## src/sv/ttw_pkg.sv

```systemverilog
// Package for the text terminal writer: cell, command and result types,
// operation and state codes, reset constants. No dependencies.
`timescale 1ns / 1ps
`default_nettype none

package ttw_pkg;

  localparam int DefColumns = 80;
  localparam int DefRows    = 25;

  localparam logic [4:0] RowsReset   = 5'd25;
  localparam logic [7:0] BlankAttr   = 8'h07;
  localparam logic [7:0] NewlineCode = 8'h0a;

  typedef enum logic [1:0] {
    OP_PRINT      = 2'd0,
    OP_SET_CURSOR = 2'd1,
    OP_READ       = 2'd2
  } op_e;

  typedef enum logic [2:0] {
    ST_INIT,
    ST_CLEAR,
    ST_IDLE,
    ST_EXEC,
    ST_SCROLL
  } state_e;

  typedef struct packed {
    logic [7:0] ch;
    logic [7:0] attr;
  } cell_t;

  localparam cell_t BlankCell = '{ch: 8'h00, attr: BlankAttr};

  typedef struct packed {
    logic [1:0] operation;
    logic [7:0] char_code;
    logic [7:0] attribute;
    logic [6:0] column;
    logic [4:0] row;
  } cmd_t;

  typedef struct packed {
    logic [6:0] cursor_column;
    logic [4:0] cursor_row;
    logic [7:0] read_char;
    logic [7:0] read_attribute;
    logic       scrolled;
  } result_t;

  typedef struct packed {
    logic busy;
    logic done;
  } sweep_status_t;

endpackage

`default_nettype wire

```

## src/sv/ttw_sweep.sv

```systemverilog
// Sweep engine: walks the cell store one cell a cycle, copying each cell one row
// up below the copy limit and blanking it from there on. Depends on ttw_pkg.
`timescale 1ns / 1ps
`default_nettype none

module ttw_sweep import ttw_pkg::*; #(
  parameter int COLUMNS = DefColumns,
  parameter int ROWS    = DefRows,
  localparam int Cells  = ROWS * COLUMNS,
  localparam int AW     = $clog2(Cells),
  localparam int CW     = $clog2(Cells + 1)
) (
  input  wire logic          clk_i,
  input  wire logic          rst_ni,
  input  wire logic          start_i,
  input  wire logic [CW-1:0] copy_end_i,
  input  wire logic [CW-1:0] end_i,
  input  wire cell_t         rdata_i,
  output logic [AW-1:0]      raddr_o,
  output logic               we_o,
  output logic [AW-1:0]      waddr_o,
  output cell_t              wdata_o,
  output sweep_status_t      status_o
);

  logic          active_q;
  logic [CW-1:0] cnt_q, copy_end_q, end_q;
  logic          pend_q;
  logic          pend_blank_q;
  logic [AW-1:0] pend_addr_q;
  logic          issue;

  assign issue   = active_q && (cnt_q != end_q);
  assign raddr_o = AW'(32'(cnt_q) + COLUMNS);
  assign we_o    = pend_q;
  assign waddr_o = pend_addr_q;
  assign wdata_o = pend_blank_q ? BlankCell : rdata_i;

  always_comb begin
    status_o.busy = active_q;
    status_o.done = active_q && !issue && !pend_q;
  end

  always_ff @(posedge clk_i or negedge rst_ni) begin
    if (!rst_ni) begin
      active_q <= 1'b0;
      cnt_q    <= '0;
      pend_q   <= 1'b0;
    end else begin
      pend_q <= issue;
      if (start_i) begin
        active_q <= 1'b1;
        cnt_q    <= '0;
      end else if (status_o.done) begin
        active_q <= 1'b0;
      end else if (issue) begin
        cnt_q <= cnt_q + 1'b1;
      end
    end
  end

  always_ff @(posedge clk_i) begin
    if (start_i) begin
      copy_end_q <= copy_end_i;
      end_q      <= end_i;
    end
    pend_blank_q <= cnt_q >= copy_end_q;
    pend_addr_q  <= AW'(cnt_q);
  end

endmodule

`default_nettype wire

```

## config.mk

```make
export PLATFORM = sky130hd
export DESIGN_NAME = ttw_sweep
export DESIGN_NICKNAME = d
export VERILOG_FILES = /design/src/sv/ttw_pkg.sv /design/src/sv/ttw_sweep.sv
export SDC_FILE = /design/constraint.sdc
export NUM_CORES = 1
export LEC_CHECK = 0
export BUFFER_PORTS_ARGS = -buffer_cell sky130_fd_sc_hd__buf_2
export CORE_MARGIN = 8
export CORE_UTILIZATION = 49
export DETAILED_ROUTE_END_ITERATION = 6
export PLACE_DENSITY = 0.78
export SKIP_LAST_GASP = 1
export SYNTH_ARGS = -nofsm -noshare
export SYNTH_HDL_FRONTEND = slang
export SYNTH_SLANG_ARGS = --single-unit
```

## constraint.sdc

```tcl
create_clock -name clk_i -period 2.79 [get_ports clk_i]
set_clock_uncertainty 0.2 [all_clocks]
set_input_delay 0.558 -clock clk_i [delete_from_list [all_inputs] [get_ports clk_i]]
set_output_delay 0.558 -clock clk_i [all_outputs]
set_load 0.01 [all_outputs]
```

Word-level counts from Yosys, hierarchy flattened

Index checks and enable logic that the tools add are counted.

Bits in registers: 47

Equal/unequal tests: 2
Reduce and logical (&&, ||, !) cells: 8
Add/sub/neg operators: 2
Muxes and demuxes: 6
Magnitude comparators: 1

Operator list:

| kind                                                            | count |
|---|---|
| 11-bit 2-to-1 mux                                               | 3 |
| 16-bit 2-to-1 mux                                               | 1 |
| 11-bit by 1-bit adder with 11-bit output, second input constant | 1 |
| 11-bit by 7-bit adder with 11-bit output, second input constant | 1 |
| 11-bit >= comparator                                            | 1 |
| 11-bit inequality test                                          | 1 |
| 2-bit nonzero test                                              | 2 |
| 1-bit logical AND                                               | 3 |
| 1-bit zero test                                                 | 2 |
| 1-bit 2-to-1 mux                                                | 2 |
| 2-bit inequality test, second input constant                    | 1 |
| 2-bit AND reduction                                             | 1 |

Longest topological paths before layout

Depth after elaboration: 7
Mapped depth: 7
Gate-level depth less buffers: 7

Worst setup path after synthesis

OpenSTA, ideal clock, no wires.

Path type: reg-to-output
Start: register cnt_q[6]
End: output port status_o[0] in the netlist's numbering
Path slack: 571 ps
Stages on the path, launching flop included: 8
Required time: 2032 ps
Arrival time: 1461 ps
Path through: dfrtp_1 -> buf_6 -> xnor2_2 -> nand4_1 -> nor3_4 -> buf_6 -> nand2b_1 -> nor2_1

RTL lines:

| element                  | RTL line        | text |
|---|---|---|
| start: declaration       | ttw_sweep.sv:27 | `logic [CW-1:0] cnt_q, copy_end_q, end_q;` |
| start signal: assignment | ttw_sweep.sv:57 | `cnt_q <= cnt_q + 1'b1;` |
| end: declaration         | ttw_sweep.sv:23 | `output sweep_status_t status_o` |

==> qor.yml <==
status:
  status: "finished, final reports clean"
finish:
  drive_above_1_share_pct: 37.7
  diodes: 0
  utilization_pct: 60.9
  num-nets-final: 329
  fillers: 374
  area_delta_synth_final_pct: 22.6
global_route:
  antenna_found_initial: 0
  grt_pass1_vias: 1726
  grt_max_degree: 37
  grt_pass1_wl_um: 8220
  globalRouteOverflowTotal: 0
  grt.total_usage_pct: 14.1
critical_path:
  crit_arrival_ns: 1.74
  cp_max_fo: 12
  cp_data_required_time_ns: 2.03
  reg2reg_from: "cnt_q[6]$_DFFE_PN0P_"
  worstSetupPathType: "reg -> out"
  endpoint_kind: "output pin"
  crit_path_start_kind: "flop"
  crit_path_start: "cnt_q[6]$_DFFE_PN0P_"
yosys:
  synth_edf_count: 22
  yosysTopAreaCell: "edfxtp_1"
  synth.top_cell.area_share_pct: 28.9
  async_flop_share_pct: 27.7
  synth_area_leaders: "edfxtp_1, dfrtp_1, dfxtp_1, ha_1, xnor2_1"
  synth_seq_area_share_pct: 53.7
  yosys_register_bits: 47
  syn_nets: 247
  synth_ff_type: "edfxtp_1"
  syn_avg_cell_area_um2: 11.8
  synth.distinct_cells: 39
  synth.cell_area_mm2: 0.00228
  yosysWarnings: 0
  synthCells: 193
sta:
  rsz0062_at_grt: "no"
  slew_headroom_pct: 55.1
  clock.fmax_ghz: 0.400
  setup_viol: 0
  hold_violations: 0
  final.min_clock_period_ns: 2.50
  worst-slew-pin-transition_ns: 0.674
  fin_tns_setup_ns: 0
  period_share_pct: 89.5
  finalMaxSlewViolations: 0
floorplanning:
  core_area_mm2: 0.00460
  top_level_ports: 82
  dieWidth_um: 84.2
  fp-row-count: 25
  die-area_mm2: 0.00710
  die_height_um: 84.2
  start_util_pct: 49.6
job:
  drv_cap: 0
drt:
  wl_per_cell_um: 14.8
  drc_errors: 0
  ant_nets: 0
  avgViaCountPerCell: 5.07
  totalWireLength_um: 4900
  drt_pre_antenna_iters: 4
  met1_length_um: 2100
  highest_layer: "met4"
  drt_iter0_drc: 149
  met2_length_um: 2370
  wl_met3_um: 300
  vias: 1674
place:
  dpl.hpwl_um: 3780
  io_buffers: 81
  gp_congestion: 0.859
clocking:
  cts_root_buf: "clkbuf_8"
  htreeDepth: 2
  postCtsSetupBuffers: 0
  clk_path_buf_depth: 2
  cts_inserted_buffers: 5
  cts_sinks: 47
  cts_tree: "done"
  clk_latency_ns: 0.30
  clkTransAtPathRegs_ns: 0.08
hold_path:
  hp-class: "in -> reg"
  hp-start: "copy_end_i[2]"
pwr:
  vdd_ir_drop_max_uv: 507
  p_leak_nw: 1.35
  powerDensity_mw_per_mm2: 476
  power_mw: 1.33
-- per-stage QoR --
step	instance area (um^2)	hold slack (ns)	instances	worst slack, ns
floorplan	2280	0.0624	193	0.571
global placement	2700	0.266	321	0.631
detailed placement	2700	0.269	321	0.614
CTS	2800	0.218	330	0.279
global route	2800	0.212	330	0.122
finish	2800	0.229	330	0.293
-- final cells by class --
class / instances / area (um^2) / share of cell area [%]
inverters: 14 / 52.6 / 1.88
clock inverters: 1 / 3.75 / 0.134
repair buffers: 87 / 453 / 16.2
well taps: 54 / 67.6 / 2.41
flip-flops and latches: 47 / 1230 / 43.8
clock buffers: 7 / 86.3 / 3.08
multi-input cells: 120 / 910 / 32.5
-- worst max-delay path, cell delays in order, from the launching register on --
cell and delay, ns:
dfrtp_1 0.60, xnor2_2 0.16, nand4_1 0.15, nor3_4 0.21, nand2b_1 0.09, nor2_1 0.08, buf_2 0.14
-- logic make-up (layout without fill, tap and decap cells) --
group	after synthesis	count (layout)	synth area share (%)
simple gates	64	64	16.4
flops	47	47	53.7
buf+inv	26	109	6.41
compound gates	19	19	5.26
xor+xnor	16	16	6.47
fa+ha+maj	13	13	7.13
mux	8	8	4.61
-- path summary, 6_finish.rpt --
kind,endpoint,slack (ns),depth (start not counted)
max in group asynchronous,cnt_q[8]$_DFFE_PN0P_,1.65,2
max reg2reg,cnt_q[5]$_DFFE_PN0P_,0.62,6
min reg2reg,waddr_o[10]$_DFF_P_,0.36,0
min,copy_end_q[2]$_DFFE_PP_,0.23,1
min in group asynchronous,cnt_q[0]$_DFFE_PN0P_,0.49,2
max,status_o[0],0.29,6
-- state kept, by name, indices dropped and copies added (netlist names) --
| register | count |
|---|---|
| we_o | 1 |
| end_q | 11 |
| pend_blank_q | 1 |
| cnt_q | 11 |
| waddr_o | 11 |
| active_q | 1 |
| copy_end_q | 11 |
-- cells in the final DEF, fill, tap and decap left out, drive strengths merged, types with 2 or more instances in the layout --
master / Yosys / routed
buf: 9 / 86
edfxtp: 22 / 22
nor2b: 19 / 19
xnor2: 15 / 15
inv: 13 / 13
ha: 13 / 13
dfrtp: 13 / 13
nor2: 13 / 13
dfxtp: 12 / 12
mux2: 8 / 8
clkbuf: 3 / 7
nand3: 6 / 6
a21oi: 6 / 6
nand4: 6 / 6
nor4: 5 / 5
o21ai: 5 / 5
nand2: 4 / 4
or2: 3 / 3
a21o: 3 / 3
nor3: 3 / 3
clkinv: 1 / 2
nand2b: 2 / 2
-- routing by layer --
metal | vias up | GRT usage [%]
met4 | 0 | 6.59
met1 | 784 | 16.9
met2 | 55 | 22.6
li1 | 825 | -
met3 | 10 | 4.16
met5 | - | 0
-- synth_stat cells, types with 4 or more instances --
cell,instances
xnor2_1,14
nand2_1,4
mux2_4,4
nand3_1,6
inv_1,13
ha_1,13
dfxtp_1,12
buf_4,5
a21oi_1,6
nor2_1,12
edfxtp_1,22
mux2_1,4
nand4_1,6
nor4_1,4
dfrtp_1,13
nor2b_1,19
buf_6,4
-- what timing repair did --
item | 4_1_cts | 5_1_grt
endpoints found under the hold margin | 13 | 0
resized for setup | 0 | 0
hold buffers | 1 | 0
-- power breakdown --
group | internal, mW | switching, mW | leakage, nW
logic | 0.0724 | 0.0696 | 0.821
registers | 0.759 | 0.0195 | 0.481
clock network | 0.199 | 0.213 | 0.0459
(Power assumes the default switching activity.)
